### config.mk
export PLATFORM = sky130hd
export DESIGN_NAME = dual_timer_io_interrupt_device
export DESIGN_NICKNAME = d
export VERILOG_FILES = /design/src/rtl/dtid_pkg.sv /design/src/rtl/dual_timer_io_interrupt_device.sv /design/src/rtl/dtid_timer.sv /design/src/rtl/dtid_core.sv
export SDC_FILE = /design/constraint.sdc
export NUM_CORES = 1
export LEC_CHECK = 0
export BUFFER_PORTS_ARGS = -buffer_cell sky130_fd_sc_hd__buf_4
export CAP_MARGIN = 5
export CORE_MARGIN = 1.5
export CORE_UTILIZATION = 55
export CTS_CLUSTER_SIZE = 8
export DETAILED_ROUTE_END_ITERATION = 10
export MAX_ROUTING_LAYER = met4
export PLACE_DENSITY = 0.72
export SETUP_SLACK_MARGIN = 0.1
export SYNTH_ARGS = -nofsm -noshare
export SYNTH_HDL_FRONTEND = slang
export SYNTH_HIERARCHICAL = 1
export SYNTH_SLANG_ARGS = --single-unit
export TNS_END_PERCENT = 100
### constraint.sdc
create_clock -name clk -period 6.63 [get_ports clk]
set_input_delay 1.326 -clock clk [delete_from_list [all_inputs] [get_ports clk]]
set_output_delay 1.326 -clock clk [all_outputs]
set_load 0.02 [all_outputs]
### src/rtl/dtid_pkg.sv
// Shared types and constants for the dual timer and I/O interrupt device.
package dtid_pkg;

  // Item command codes.
  typedef enum logic [1:0] {
    CMD_READ  = 2'd0,
    CMD_WRITE = 2'd1,
    CMD_TICK  = 2'd2,
    CMD_NONE  = 2'd3
  } cmd_t;

  // Register map.
  localparam logic [3:0] REG_PRA   = 4'd0;
  localparam logic [3:0] REG_PRB   = 4'd1;
  localparam logic [3:0] REG_DIR_A = 4'd2;
  localparam logic [3:0] REG_DIR_B = 4'd3;
  localparam logic [3:0] REG_TA_LO = 4'd4;
  localparam logic [3:0] REG_TA_HI = 4'd5;
  localparam logic [3:0] REG_TB_LO = 4'd6;
  localparam logic [3:0] REG_TB_HI = 4'd7;
  localparam logic [3:0] REG_TOD0  = 4'd8;
  localparam logic [3:0] REG_TOD1  = 4'd9;
  localparam logic [3:0] REG_TOD2  = 4'd10;
  localparam logic [3:0] REG_TOD3  = 4'd11;
  localparam logic [3:0] REG_SDR   = 4'd12;
  localparam logic [3:0] REG_ICR   = 4'd13;
  localparam logic [3:0] REG_CRA   = 4'd14;
  localparam logic [3:0] REG_CRB   = 4'd15;

  // Control register bit positions.
  localparam int CTRL_START   = 0;
  localparam int CTRL_ONESHOT = 3;
  localparam int CTRL_LOAD    = 4;

  // Timer B count source modes (control bits 6:5).
  localparam logic [1:0] TB_MODE_CLOCK = 2'b00;

  // Interrupt source width and set/clear bit of the interrupt control write.
  localparam int INT_W      = 5;
  localparam int ICR_SET    = 7;

  // One decoded item as held in the input register.
  typedef struct packed {
    cmd_t        cmd;
    logic [3:0]  addr;
    logic [7:0]  wdata;
    logic [7:0]  pins_a;
    logic [7:0]  pins_b;
  } op_t;

  // Write strobes for one timer.
  typedef struct packed {
    logic lo;
    logic hi;
    logic ctrl;
  } tmr_wr_t;

endpackage

### src/rtl/dual_timer_io_interrupt_device.sv
// Top level: input register, register file and timers, result register.
//
// Each item is a register read, a register write or one timer tick. The block
// takes one item per clock unless stalled: an item is captured in the input
// register, acts on the state as it moves into the result register, and its
// result is offered from there. The input register and the result register
// let a new item be taken while a result still waits; only a stalled result
// that also blocks the input register holds in_ready low. Reads return the
// state before the item, and out_irq shows the interrupt line after the item.
module dual_timer_io_interrupt_device
  import dtid_pkg::*;
(
  input  logic       clk,
  input  logic       rst_n,
  input  logic       in_valid,
  output logic       in_ready,
  input  logic [1:0] in_command,
  input  logic [3:0] in_reg_addr,
  input  logic [7:0] in_write_data,
  input  logic [7:0] in_port_a_pins,
  input  logic [7:0] in_port_b_pins,
  output logic       out_valid,
  input  logic       out_ready,
  output logic [7:0] out_read_data,
  output logic       out_irq
);

  logic       s1_valid_r;
  op_t        s1_op_r;
  logic       out_valid_r;
  logic [7:0] out_read_data_r;
  logic       out_irq_r;
  logic       adv, exec;
  logic [7:0] core_rd;
  logic       core_irq;

  // Handshake: the input register moves on whenever the result register is free.
  assign adv      = !out_valid_r || out_ready;
  assign exec     = s1_valid_r && adv;
  assign in_ready = !s1_valid_r || adv;

  // Input register.
  always_ff @(posedge clk) begin
    if (!rst_n) begin
      s1_valid_r <= 1'b0;
    end else if (in_ready) begin
      s1_valid_r <= in_valid;
    end
  end

  always_ff @(posedge clk) begin
    if (in_valid && in_ready) begin
      s1_op_r.cmd    <= cmd_t'(in_command);
      s1_op_r.addr   <= in_reg_addr;
      s1_op_r.wdata  <= in_write_data;
      s1_op_r.pins_a <= in_port_a_pins;
      s1_op_r.pins_b <= in_port_b_pins;
    end
  end

  dtid_core u_core (
    .clk     (clk),
    .rst_n   (rst_n),
    .exec    (exec),
    .op      (s1_op_r),
    .rd_data (core_rd),
    .irq     (core_irq)
  );

  // Result register.
  always_ff @(posedge clk) begin
    if (!rst_n) begin
      out_valid_r <= 1'b0;
    end else if (adv) begin
      out_valid_r <= s1_valid_r;
    end
  end

  always_ff @(posedge clk) begin
    if (exec) begin
      out_read_data_r <= core_rd;
      out_irq_r       <= core_irq;
    end
  end

  assign out_valid     = out_valid_r;
  assign out_read_data = out_read_data_r;
  assign out_irq       = out_irq_r;

  // Only read items produce nonzero read data.
  assert property (@(posedge clk) disable iff (!rst_n)
    (exec && (s1_op_r.cmd != CMD_READ)) |=> (out_read_data_r == 8'd0))
    else $error("non-read item returned nonzero read data");

  // Reading the interrupt register clears pending, so the line drops.
  assert property (@(posedge clk) disable iff (!rst_n)
    (exec && (s1_op_r.cmd == CMD_READ) && (s1_op_r.addr == REG_ICR)) |=> !out_irq_r)
    else $error("irq still set after interrupt register read");

  // A full input register behind a stalled result blocks new items.
  assert property (@(posedge clk) disable iff (!rst_n)
    (s1_valid_r && out_valid_r && !out_ready) |-> !in_ready)
    else $error("input accepted while both stages are blocked");

  // An item leaving the input register always appears as a result.
  assert property (@(posedge clk) disable iff (!rst_n)
    exec |=> out_valid_r)
    else $error("executed item did not produce a result");

endmodule

### src/rtl/dtid_timer.sv
// One 16-bit down-counting timer with reload latch and control byte.
module dtid_timer
  import dtid_pkg::*;
(
  input  logic        clk,
  input  logic        rst_n,
  input  tmr_wr_t     wr,
  input  logic [7:0]  wdata,
  input  logic        cnt_en,
  output logic [15:0] count,
  output logic [7:0]  ctrl,
  output logic        underflow
);

  logic [15:0] reload_r, reload_nxt;
  logic [15:0] count_r, count_nxt;
  logic [7:0]  ctrl_r, ctrl_nxt;
  logic [7:0]  load_clr;

  assign load_clr  = ~(8'd1 << CTRL_LOAD);
  assign underflow = cnt_en && ctrl_r[CTRL_START] && (count_r == 16'd0);

  // Next state: register writes and counting never happen in the same item.
  always_comb begin
    reload_nxt = reload_r;
    count_nxt  = count_r;
    ctrl_nxt   = ctrl_r;
    if (wr.lo) begin
      reload_nxt = {reload_r[15:8], wdata};
    end
    if (wr.hi) begin
      reload_nxt = {wdata, reload_r[7:0]};
      if (!ctrl_r[CTRL_START]) begin
        count_nxt = {wdata, reload_r[7:0]};
      end
    end
    if (wr.ctrl) begin
      if (wdata[CTRL_LOAD]) begin
        count_nxt = reload_r;
      end
      ctrl_nxt = wdata & load_clr;
    end
    if (cnt_en && ctrl_r[CTRL_START]) begin
      if (underflow) begin
        count_nxt = reload_r;
        if (ctrl_r[CTRL_ONESHOT]) begin
          ctrl_nxt[CTRL_START] = 1'b0;
        end
      end else begin
        count_nxt = count_r - 16'd1;
      end
    end
  end

  // State registers.
  always_ff @(posedge clk) begin
    if (!rst_n) begin
      reload_r <= '0;
      count_r  <= '0;
      ctrl_r   <= '0;
    end else begin
      reload_r <= reload_nxt;
      count_r  <= count_nxt;
      ctrl_r   <= ctrl_nxt;
    end
  end

  assign count = count_r;
  assign ctrl  = ctrl_r;

endmodule

### src/rtl/dtid_core.sv
// Register file, ports, interrupt logic and the two timers.
module dtid_core
  import dtid_pkg::*;
(
  input  logic       clk,
  input  logic       rst_n,
  input  logic       exec,
  input  op_t        op,
  output logic [7:0] rd_data,
  output logic       irq
);

  logic             do_rd, do_wr, do_tick;
  tmr_wr_t          a_wr, b_wr;
  logic [15:0]      a_count, b_count;
  logic [7:0]       a_ctrl, b_ctrl;
  logic             a_under, b_under, b_en;
  logic [7:0]       pra_r, prb_r, ddra_r, ddrb_r, sdr_r;
  logic [7:0]       tod_r [4];
  logic [INT_W-1:0] pend_r, pend_nxt, mask_r, mask_nxt;
  logic [7:0]       rd_mux;

  // Command decode.
  assign do_rd   = exec && (op.cmd == CMD_READ);
  assign do_wr   = exec && (op.cmd == CMD_WRITE);
  assign do_tick = exec && (op.cmd == CMD_TICK);

  assign a_wr.lo   = do_wr && (op.addr == REG_TA_LO);
  assign a_wr.hi   = do_wr && (op.addr == REG_TA_HI);
  assign a_wr.ctrl = do_wr && (op.addr == REG_CRA);
  assign b_wr.lo   = do_wr && (op.addr == REG_TB_LO);
  assign b_wr.hi   = do_wr && (op.addr == REG_TB_HI);
  assign b_wr.ctrl = do_wr && (op.addr == REG_CRB);

  // Timer B counts every tick or on a Timer A underflow; the CNT mode never counts.
  assign b_en = do_tick && ((b_ctrl[6:5] == TB_MODE_CLOCK) || (b_ctrl[6] && a_under));

  dtid_timer u_tmr_a (
    .clk       (clk),
    .rst_n     (rst_n),
    .wr        (a_wr),
    .wdata     (op.wdata),
    .cnt_en    (do_tick),
    .count     (a_count),
    .ctrl      (a_ctrl),
    .underflow (a_under)
  );

  dtid_timer u_tmr_b (
    .clk       (clk),
    .rst_n     (rst_n),
    .wr        (b_wr),
    .wdata     (op.wdata),
    .cnt_en    (b_en),
    .count     (b_count),
    .ctrl      (b_ctrl),
    .underflow (b_under)
  );

  // Interrupt pending and mask; a read of the interrupt register clears pending.
  always_comb begin
    pend_nxt = pend_r | {3'b000, b_under, a_under};
    if (do_rd && (op.addr == REG_ICR)) begin
      pend_nxt = '0;
    end
    mask_nxt = mask_r;
    if (do_wr && (op.addr == REG_ICR)) begin
      if (op.wdata[ICR_SET]) begin
        mask_nxt = mask_r | op.wdata[INT_W-1:0];
      end else begin
        mask_nxt = mask_r & ~op.wdata[INT_W-1:0];
      end
    end
  end

  assign irq = |(pend_nxt & mask_nxt);

  // Plain storage registers.
  always_ff @(posedge clk) begin
    if (!rst_n) begin
      pra_r  <= '0;
      prb_r  <= '0;
      ddra_r <= '0;
      ddrb_r <= '0;
      sdr_r  <= '0;
      pend_r <= '0;
      mask_r <= '0;
      for (int i = 0; i < 4; i++) begin
        tod_r[i] <= '0;
      end
    end else begin
      pend_r <= pend_nxt;
      mask_r <= mask_nxt;
      if (do_wr) begin
        unique case (op.addr)
          REG_PRA:   pra_r  <= op.wdata;
          REG_PRB:   prb_r  <= op.wdata;
          REG_DIR_A: ddra_r <= op.wdata;
          REG_DIR_B: ddrb_r <= op.wdata;
          REG_TOD0, REG_TOD1, REG_TOD2, REG_TOD3: tod_r[op.addr[1:0]] <= op.wdata;
          REG_SDR:   sdr_r  <= op.wdata;
          default: ;
        endcase
      end
    end
  end

  // Read multiplexer over the state before this item.
  always_comb begin
    unique case (op.addr)
      REG_PRA:   rd_mux = (pra_r & ddra_r) | (op.pins_a & ~ddra_r);
      REG_PRB:   rd_mux = (prb_r & ddrb_r) | (op.pins_b & ~ddrb_r);
      REG_DIR_A: rd_mux = ddra_r;
      REG_DIR_B: rd_mux = ddrb_r;
      REG_TA_LO: rd_mux = a_count[7:0];
      REG_TA_HI: rd_mux = a_count[15:8];
      REG_TB_LO: rd_mux = b_count[7:0];
      REG_TB_HI: rd_mux = b_count[15:8];
      REG_TOD0, REG_TOD1, REG_TOD2, REG_TOD3: rd_mux = tod_r[op.addr[1:0]];
      REG_SDR:   rd_mux = sdr_r;
      REG_ICR:   rd_mux = {|(pend_r & mask_r), 2'b00, pend_r};
      REG_CRA:   rd_mux = a_ctrl;
      default:   rd_mux = b_ctrl;
    endcase
  end

  assign rd_data = do_rd ? rd_mux : 8'd0;

endmodule
# Word-level counts from Yosys, hierarchy flattened
# Memories as Yosys holds them, arrays and structs flattened. A register that Yosys moved wholly into a read port is not among the register bits.
# Cells that the tools add are included.
dict set report totals {
  reg_bits 169
  ramBits 32
  input_bits 34
  output_inout_bits 11
  word_cells 139
  memories 1
}
dict set report op_classes {
  add_sub_neg 2
  n_eq_ne 17
  mux 37
  bitwise_logic 16
  n_reduce_logical 40
}
# memory words width rd rd_clocked_by_memory_dff write_ports line_no
set memory_table {}
lappend memory_table {u_core.tod_r 4 8 1 1 4 dtid_core.sv:19} ;# logic [7:0] tod_r [4];
# operator count
set op_table {}
lappend op_table {{$mux 16} 14}
lappend op_table {{$pmux 8 s12} 1}
lappend op_table {{$and 8x8->8} 4}
lappend op_table {{$eq 4x4->1 const B} 8}
lappend op_table {{$logic_not 16->1} 2}
lappend op_table {{$sub 16x1->16 const B} 2}
lappend op_table {{$mux 8} 3}
lappend op_table {{$logic_and 1x1->1} 19}
lappend op_table {{$eq 4x3->1 const B} 4}
lappend op_table {{$not 8->8} 2}
lappend op_table {{$or 8x8->8} 2}
lappend op_table {{$and 5x5->5} 3}
lappend op_table {{$mux 5} 3}
lappend op_table {{$mux 1} 14}
lappend op_table {{$reduce_and 2->1} 7}
lappend op_table {{$reduce_or 5->1} 2}
lappend op_table {{$eq 4x2->1 const B} 2}
lappend op_table {{$reduce_or 8->1} 1}
lappend op_table {{$not 5->5} 1}
lappend op_table {{$or 5x2->5} 1}
lappend op_table {{$or 5x5->5} 1}
lappend op_table {{$eq 4x1->1 const B} 1}
lappend op_table {{$logic_not 2->1} 2}
lappend op_table {{$logic_not 4->1} 1}
lappend op_table {{7 further kinds} 12}

# Longest topological paths before layout
# Gate-level depths: netlist (run 1).
dict set report logic_depth {
  word_depth 15
  depth_mapped 19
  depth_no_buf 15
}

# Modules after synthesis
# The synthesis (run 1) kept the hierarchy.
# module instances cells_per_inst area_per_inst_um2 seq_area_each_um2
set by_module_without_submodules {}
lappend by_module_without_submodules {dtid_core 1 468 4702.0 1961.9}
lappend by_module_without_submodules {dtid_timer 2 254 2115.8 780.7}
lappend by_module_without_submodules {dual_timer_io_interrupt_device 1 48 1275.0 1211.2}

# Worst setup path before layout (run 1)
# OpenSTA, ideal clock, no wires.
dict set report synth_timing {
  path_type {input port to flip-flop}
  from {in out_ready}
  to {reg out_irq_r, in the netlist out_irq, data pin}
  setup_time_ns 0.152
  t_arrival_ns 4.303
  t_required_ns 6.478
  slack_ns 2.175
  cell_stages 19
  n_path_buf 4
  cell_sequence {nor2b_4 > nor2b_1 > nand2_1 > nor2_1 > and2_1 > clkbuf_1 > nand3_4 > clkinv_2 > buf_6 > a21oi_1 > nor3_1 > and2_1 > clkbuf_1 > nand3_4 > clkinv_2 > buf_6 > nor2_1 > a2bb2oi_1 > a31oi_1}
}
dict set report synth_via {
  elab_chain_len 14
  word_cells_on_any_way 19
  classes_between {mux: 2; bitwise: 2; reduce/logical: 15}
}
# item line_no
set synth_rtl {}
lappend synth_rtl {{start: declaration} dual_timer_io_interrupt_device.sv:23} ;# input logic out_ready,
lappend synth_rtl {{$logic_or 1x1->1} dual_timer_io_interrupt_device.sv:38} ;# assign adv = !out_valid_r || out_ready;
lappend synth_rtl {{$logic_and 1x1->1} dual_timer_io_interrupt_device.sv:39} ;# assign exec = s1_valid_r && adv;
lappend synth_rtl {{net exec} dual_timer_io_interrupt_device.sv:33} ;# logic adv, exec;
lappend synth_rtl {{$logic_and 1x1->1} dtid_core.sv:26} ;# assign do_tick = exec && (op.cmd == CMD_TICK);
lappend synth_rtl {{net u_core.do_tick} dtid_core.sv:13} ;# logic do_rd, do_wr, do_tick;
lappend synth_rtl {{$logic_and 1x1->1 (2 in a row)} dtid_timer.sv:21} ;# assign underflow = cnt_en && ctrl_r[CTRL_START] && (count_r == 16'd0);
lappend synth_rtl {{net u_core.a_under} dtid_core.sv:17} ;# logic a_under, b_under, b_en;
lappend synth_rtl {{$logic_and 1x1->1} dtid_core.sv:36} ;# assign b_en = do_tick && ((b_ctrl[6:5] == TB_MODE_CLOCK) || (b_ctrl[6] && a_under));
lappend synth_rtl {{(+2 left out)} n/a}
lappend synth_rtl {{net u_core.b_en} dtid_core.sv:17}
lappend synth_rtl {{$logic_and 1x1->1 (2 in a row)} dtid_timer.sv:21}
lappend synth_rtl {{net u_core.b_under} dtid_core.sv:17}
lappend synth_rtl {{$or 5x2->5} dtid_core.sv:62} ;# pend_nxt = pend_r | {3'b000, b_under, a_under};
lappend synth_rtl {{$mux 5} dtid_core.sv:63} ;# if (do_rd && (op.addr == REG_ICR)) begin
lappend synth_rtl {{$and 5x5->5} dtid_core.sv:76} ;# assign irq = |(pend_nxt & mask_nxt);
lappend synth_rtl {{$reduce_or 5->1} dtid_core.sv:76}
lappend synth_rtl {{net core_irq} dual_timer_io_interrupt_device.sv:35} ;# logic core_irq;
lappend synth_rtl {{end signal: assignment} dual_timer_io_interrupt_device.sv:82} ;# out_irq_r <= core_irq;
lappend synth_rtl {{end: declaration} dual_timer_io_interrupt_device.sv:32} ;# logic out_irq_r;
# The timed path passes the listed nets, and every way through them passes these cells.
# A chain may end at the register's enable or synchronous reset.

# Worst setup path after layout (run 1)
# Same ends and word-level chain as after synthesis.

==> flow_summary_export.csv, run 1 <==
group,metric,value,unit
floorplan,die_x,139.2,um
critical_path,crit_arrival,4.84,ns
synth,yosysUniqueCellTypes,80,
synth,syn_area,10210,um2
global_route,use_met1,41.47,%
detailed_routing,routed_wl,28150,um
final_layout,diodes,0,
global_route,grt_start_max_net_pins,54,
global_route,grt_most_used_layer,"met2",
critical_path,critical-path-max-stage-delay,0.65,ns
critical_path,crit_start,"out_ready",
critical_path,endpoint_kind,"flip-flop",
outcome,status,"finished clean",
detailed_routing,vias_per_cell,6.239,
critical_path,critical_path_required,7.02,ns
global_route,grt_pass1_wl,44070,um
timing,final_max_slew_viol_count,0,
floorplan,initial_core_util,56.44,%
detailed_routing,first_iter_violations,962,
critical_path,reg2reg_setup_slack,2.59,ns
detailed_routing,antenna_left,0,
synth,avgSynthCellArea,9.969,um2
critical_path,regToRegEndpoint,"out_irq$_DFFE_PP_",
pwr,p_leak,4.354,nW
timing,finalClockSkew,0.01211,ns
global_route,grt.total_usage,29.94,%
critical_path,critical_path_class,"in -> reg",
critical_path,rr_worst_depth,14,
synth,syn_nets,1060,
critical_path,start_kind,"input port",
floorplan,core,18090,um2
timing,max_slew_margin,30.40,%
timing,worst_slew_pin_slew,1.042,ns
synth,ys.flop_type,"dfxtp_1",
final_layout,final_common_cell,"dfxtp_1",
global_route,grt_pass1_vias,7602,
floorplan,die_area,19390,um2
global_route,use_met2,44.80,%
job,maxCapViolCount,0,
detailed_routing,drc,0,
clock_tree,cts.sinks,201,
timing,rsz0062_at_grt,"false",
min_path,worstHoldPathType,"reg -> reg",
floorplan,die_y,139.2,um
synth,yosysSeqAreaShare,46.38,%
critical_path,reg2reg_from,"u_core/u_tmr_a/count[0]$_SDFF_PN0_",
global_route,grt-ovfl-total,0,
synth,ys_async_sr_fraction,0,%
global_route,grt_use_met3,4.680,%
final_layout,multi_input_area,5037,um2
global_route,antenna_found_initial,0,
synth,ys_ff_latch,201,
placement,dpl_cell_area,10580,um2
final_layout,fillers,1460,
pwr,sequentialPowerShare,46.9,%
timing,period_share,67.00,%
pwr,powerDensity,247.7,nW/um2
floorplan,io_pins,45,
critical_path,worst_path_most_repeated_cell,"buf_4",
placement,dp_slack,1.725,ns
placement,dpl.hpwl,18350,um
critical_path,path_max_fanout,17,
placement,io_buffers,44,
floorplan,rows,49,
pwr,p_clk_share,47.7,%
clock_tree,worstSkewPairLatency,0.54,ns
pwr,total_power,2.824,mW
synth,syn_inst,1024,
detailed_routing,drt_pre_antenna_iters,9,
timing,fmax,0.2251,GHz
timing,finalWorstSetupSlack,2.188,ns
final_layout,final_layout_size_suffix_gt1_share,12.74,%
clock_tree,cts_buffer_depth,3,
final_layout,register_area,4735,um2
pwr,p_sw_share,23.27,%
timing,min_period,4.442,ns
detailed_routing,vias,8042,
timing,hold_viol,0,
synth,synth_edf_count,71,
final_layout,areaGrowthSynthToFinish,11.68,%
synth,synth_warnings,6,
pwr,power_frac_comb,5.5,%
final_layout,final_cell_mix,"dfxtp_1 (130), mux2i_1 (103), nor2_1 (85)",
critical_path,crit_slowest_cell,"and2_1",
clock_tree,cts_root_buffer,"clkbuf_16",
clock_tree,post_cts_buffers,0,
critical_path,endpoint,"out_irq$_DFFE_PP_",
placement,place.gp.congestion,0.9878,
clock_tree,cts_tree,"yes",
clock_tree,cts.repair.resized,0,
clock_tree,cts_made_buffers,29,
timing,hold_slack,0.4638,ns
pwr,p_int,2.167,mW
clock_tree,clk_pin_slew,0.06,ns
critical_path,crit_path_cell_trace,"buf_4, nor2b_4, nor2b_1, buf_4, nand2_1, nor2_1, and2_1, buf_4, nand3_4, clkinv_2, a21oi_1, nor3_1, and2_1, nand3_4, clkinv_2, nor2_1, a2bb2oi_1, a31oi_1",
pwr,p_switching,0.6572,mW
timing,final.setup.tns,0,ns
timing,setup_viol,0,
detailed_routing,routedWlPerCell,21.84,um
pwr,ir_worst_vdd,0.2129,mV
clock_tree,cts_hold_repair.buffers,0,
final_layout,fin_area,11400,um2
final_layout,nNetsFinal,1077,
clock_tree,htreeDepth,1,
## synthesized netlist by cell type, drive strengths merged (4+ instances only)
cell,n,area share [%]
a21oi,41,2.0
a22o,4,0.34
a22oi,6,0.44
a31oi,22,1.3
a32oi,6,0.51
and2,16,0.98
and3,35,2.1
buf,33,2.3
clkbuf,42,1.5
dfxtp,130,25
edfxtp,71,21
inv,13,0.48
mux2,6,0.70
mux2i,103,10
mux4,9,2.0
nand2,77,2.9
nand2b,6,0.37
nand3,29,1.8
nand3b,6,0.56
nand4,6,0.51
nand4b,4,0.34
nor2,88,3.4
nor2b,53,3.3
nor3,39,2.0
nor3b,13,1.0
nor4,9,0.99
o211ai,18,1.3
o21ai,44,2.2
o22ai,7,0.43
o31ai,7,0.51
o32ai,5,0.58
or3,7,0.43
or4,4,0.29
xnor2,8,0.69
xor2,12,1.0
## worst min-delay path by stage
stage / start / endpoint / slack, ns / cells after the start
after floorplan: u_core/u_tmr_b/ctrl[3]$_SDFFE_PN0P_ / u_core/u_tmr_b/ctrl[0]$_SDFF_PN0_ / 0.43 / 1
after global routing: u_core/u_tmr_b/ctrl[3]$_SDFFE_PN0P_ / u_core/u_tmr_b/ctrl[0]$_SDFF_PN0_ / 0.48 / 1
after global placement: u_core/u_tmr_b/ctrl[3]$_SDFFE_PN0P_ / u_core/u_tmr_b/ctrl[0]$_SDFF_PN0_ / 0.45 / 1
after detailed placement: u_core/u_tmr_b/ctrl[3]$_SDFFE_PN0P_ / u_core/u_tmr_b/ctrl[0]$_SDFF_PN0_ / 0.46 / 1
final: u_core/u_tmr_b/ctrl[3]$_SDFFE_PN0P_ / u_core/u_tmr_b/ctrl[0]$_SDFF_PN0_ / 0.46 / 1
after CTS: u_core/u_tmr_b/ctrl[3]$_SDFFE_PN0P_ / u_core/u_tmr_b/ctrl[0]$_SDFF_PN0_ / 0.46 / 1
## cells by family after synthesis
family / after synthesis / synth area share [%]
AO/OA/AOI/OAI: 189 / 12.29
adder cells (fa/ha/maj): 2 / 0.2451
other: 2 / 0.07357
XOR/XNOR: 20 / 1.716
flip-flops: 201 / 46.38
buffers and inverters: 90 / 4.388
AND/OR/NAND/NOR: 402 / 22.12
multiplexers: 118 / 12.78
## per-layer routing
layer	vias to the layer above	wire length, um
met2	370	12590
met5	-	0
met3	64	2384
li1	3796	-
met4	0	898
met1	3812	12280
## through the flow
step | std cells | utilization [%]
2_1_floorplan | 1024 | -
5_1_grt | 1289 | 63.04
3_5_place_dp | 1239 | 58.47
3_3_place_gp | 1239 | 58.47
4_1_cts | 1289 | 63.04
6_report | 1289 | 63.04
## worst max-delay path, delay by kind of cell
| kind | cells | cell delay [ns] |
|---|---|---|
| buf+inv | 5 | 0.99 |
| simple gates | 10 | 2.09 |
| compound gates | 3 | 0.40 |
## cell type report
| cell class | count | share of cell area (%) |
|---|---|---|
| Timing Repair Buffer | 61 | 4.017 |
| Multi-Input combinational cell | 733 | 44.18 |
| Clock inverter | 2 | 0.2524 |
| Inverter | 15 | 0.5158 |
| Clock buffer | 48 | 6.991 |
| Tap cell | 229 | 2.513 |
| Sequential cell | 201 | 41.53 |
## power groups by stage
| stage | logic (mW) | registers [mW] | clock network, mW |
|---|---|---|---|
| final | 0.154 | 1.32 | 1.35 |
| after global routing | 0.164 | 1.32 | 1.41 |
| after CTS | 0.153 | 1.32 | 1.37 |
| after detailed placement | 0.152 | 1.35 | 0 |
| after global placement | 0.150 | 1.35 | 0 |
| after floorplan | 0.0928 | 1.34 | 0 |
## state kept, by name, indices dropped and copies added, names as in the netlist, 16 cells and up
| signal | cells |
|---|---|
| u_core/u_tmr_b/count | 16 |
| u_core/tod_r | 32 |
| s1_op_r | 30 |
| u_core/u_tmr_a/count | 16 |
| u_core/u_tmr_b/reload_r | 16 |
| u_core/u_tmr_a/reload_r | 16 |
Power figures use the tool's default switching activity.
==> inputs of run 2 (changes only) <==
clock period = 4.63 ns   (was 6.63 ns; I/O delays follow)
==> flow_summary_export.csv, run 2 (synthesis gave the netlist of run 1 again) <==
group,metric,value,unit
outcome,status,"finished clean",
pwr,powerDensity,349.8,nW/um2
pwr,power_frac_comb,5.4,%
detailed_routing,route.met3.wl,2422,um
clock_tree,cts.sinks,201,
clock_tree,cts.repair.resized,0,
critical_path,reg2reg_from,"u_core/u_tmr_a/count[0]$_SDFF_PN0_",
detailed_routing,vias,8271,
detailed_routing,drt_pre_antenna_iters,5,
timing,rsz0062_at_grt,"false",
placement,dpl_cell_area,10650,um2
timing,hold_slack,0.4813,ns
detailed_routing,routedWlPerCell,22.19,um
critical_path,crit_slowest_cell,"or3b_4",
critical_path,start_kind,"flip-flop",
final_layout,final_cell_mix,"dfxtp_1 (130), mux2i_1 (103), nor2_1 (85)",
placement,dpl.hpwl,18980,um
pwr,p_int,3.093,mW
final_layout,layoutNonFillerInstCount,1297,
final_layout,final_layout_size_suffix_gt1_share,13.58,%
placement,io_buffers,44,
pwr,ir_worst_vdd,0.3435,mV
placement,dp_slack,0.6512,ns
detailed_routing,drc,0,
detailed_routing,maxUsedRoutingLayer,"met4",
timing,final_max_slew_viol_count,0,
critical_path,crit_start,"u_core/u_tmr_a/count[0]$_SDFF_PN0_",
final_layout,areaGrowthSynthToFinish,12.23,%
global_route,grt-ovfl-total,0,
floorplan,io_pins,45,
floorplan,die_y,139.2,um
critical_path,critical_path_class,"reg -> reg",
timing,final.setup.tns,0,ns
timing,finalWorstSetupSlack,0.8360,ns
pwr,p_clk_share,47.2,%
floorplan,core,18090,um2
floorplan,die_area,19390,um2
critical_path,critical-path-max-stage-delay,0.43,ns
pwr,p_switching,0.9154,mW
critical_path,endpoint_kind,"flip-flop",
critical_path,crit_path_cell_trace,"inv_1, ha_1, or3b_4, nor4b_4, nand3_4, clkinv_2, a21oi_1, nor3_1, and2_1, nand3_4, clkinv_2, nor2_1, a2bb2oi_1, a31oi_1",
clock_tree,cts_root_buffer,"clkbuf_16",
global_route,grt_start_max_net_pins,54,
floorplan,rows,49,
global_route,grt_pass1_wl,44440,um
global_route,grt.total_usage,30.15,%
detailed_routing,routed_wl,28780,um
clock_tree,cts_tree,"yes",
detailed_routing,dr_wl_met2,12790,um
critical_path,path_buf_inv,3,
critical_path,crit_arrival,4.17,ns
pwr,sequentialPowerShare,47.4,%
critical_path,reg2reg_setup_slack,0.84,ns
clock_tree,worstSkewPairLatency,0.54,ns
critical_path,regToRegEndpoint,"out_irq$_DFFE_PP_",
min_path,hold_depth,2,
critical_path,path_max_fanout,13,
floorplan,die_x,139.2,um
clock_tree,cts_made_buffers,29,
timing,period_share,81.94,%
detailed_routing,first_iter_violations,877,
final_layout,nNetsFinal,1087,
critical_path,critPathTopFamily,"simple AND/OR/NAND/NOR gates",
global_route,grt_pass1_vias,7703,
critical_path,rr_worst_depth,14,
pwr,p_sw_share,22.84,%
timing,max_slew_margin,16.48,%
final_layout,reg_top3,"u_core/tod_r x32, s1_op_r x30",
detailed_routing,met1Wirelength,12600,um
timing,setup_viol,0,
clock_tree,cts_buffer_depth,3,
floorplan,initial_core_util,56.44,%
job,maxCapViolCount,0,
final_layout,largest_reg_flops,32,
min_path,worstHoldPathType,"reg -> reg",
clock_tree,cts_hold_repair.buffers,0,
final_layout,diodes,0,
min_path,hp-start,"u_core/pra_r[6]$_SDFFE_PN0P_",
detailed_routing,vias_per_cell,6.377,
final_layout,largest-register,"u_core/tod_r",
timing,worst_slew_pin_slew,1.221,ns
placement,place.gp.congestion,0.9836,
pwr,p_leak,4.397,nW
clock_tree,clk_pin_slew,0.05,ns
clock_tree,htreeDepth,1,
placement,placedCellCount,1249,
timing,hold_viol,0,
min_path,min_to,"u_core/pra_r[6]$_SDFFE_PN0P_",
clock_tree,post_cts_buffers,0,
timing,min_period,3.794,ns
detailed_routing,antenna_left,0,
timing,fmax,0.2636,GHz
timing,finalClockSkew,0.01665,ns
global_route,antenna_found_initial,0,
final_layout,fin_area,11460,um2
final_layout,final_common_cell,"dfxtp_1",
critical_path,critical_path_required,5.01,ns
==> run 2: metal layers <==
metal / up-vias / global-route usage (%)
met5: - / -
met4: 0 / 9.966
li1: 3814 / -
met2: 434 / 45.17
met1: 3948 / 41.74
met3: 75 / 4.886
==> run 2: how the worst max path moves through the flow <==
stage,to,slack [ns],depth (start not counted)
after floorplan,out_irq$_DFFE_PP_,0.58,19
after global placement,out_irq$_DFFE_PP_,0.73,16
after detailed placement,out_irq$_DFFE_PP_,0.65,16
after CTS,out_irq$_DFFE_PP_,0.93,14
after global routing,out_irq$_DFFE_PP_,0.58,14
final,out_irq$_DFFE_PP_,0.84,14
==> run 2: tightest hold or removal path: stages (launching register included) <==
cell	delay [ns]
dfxtp_1	0.30
o21ai_0	0.06
a21boi_0	0.07
==> run 2: layout make-up <==
| class | instances | area (um2) |
|---|---|---|
| tap | 229 | 286.5 |
| timing repair buffer | 71 | 533.0 |
| clock inverter | 2 | 17.52 |
| inverter | 15 | 58.81 |
| sequential | 201 | 4735 |
| clock buffer | 46 | 789.5 |
| fill | 1472 | 6629 |
| multi-input combinational | 733 | 5037 |
==> run 2: power by group through the flow <==
stage          Sequential (mW)  Combinational [mW]  Clock (mW)
5_1_grt                   1.90               0.230        1.99
4_1_cts                   1.90               0.215        1.92
6_report                  1.90               0.218        1.89
3_5_place_dp              1.93               0.214           0
3_3_place_gp              1.93               0.214           0
2_1_floorplan             1.92               0.133           0
==> run 2: metrics by stage <==
step | power [mW] | utilization [%]
after floorplan | 2.054 | -
after global placement | 2.148 | 58.89
after detailed placement | 2.149 | 58.89
after CTS | 4.031 | 63.35
after global routing | 4.122 | 63.35
final | 4.008 | 63.35
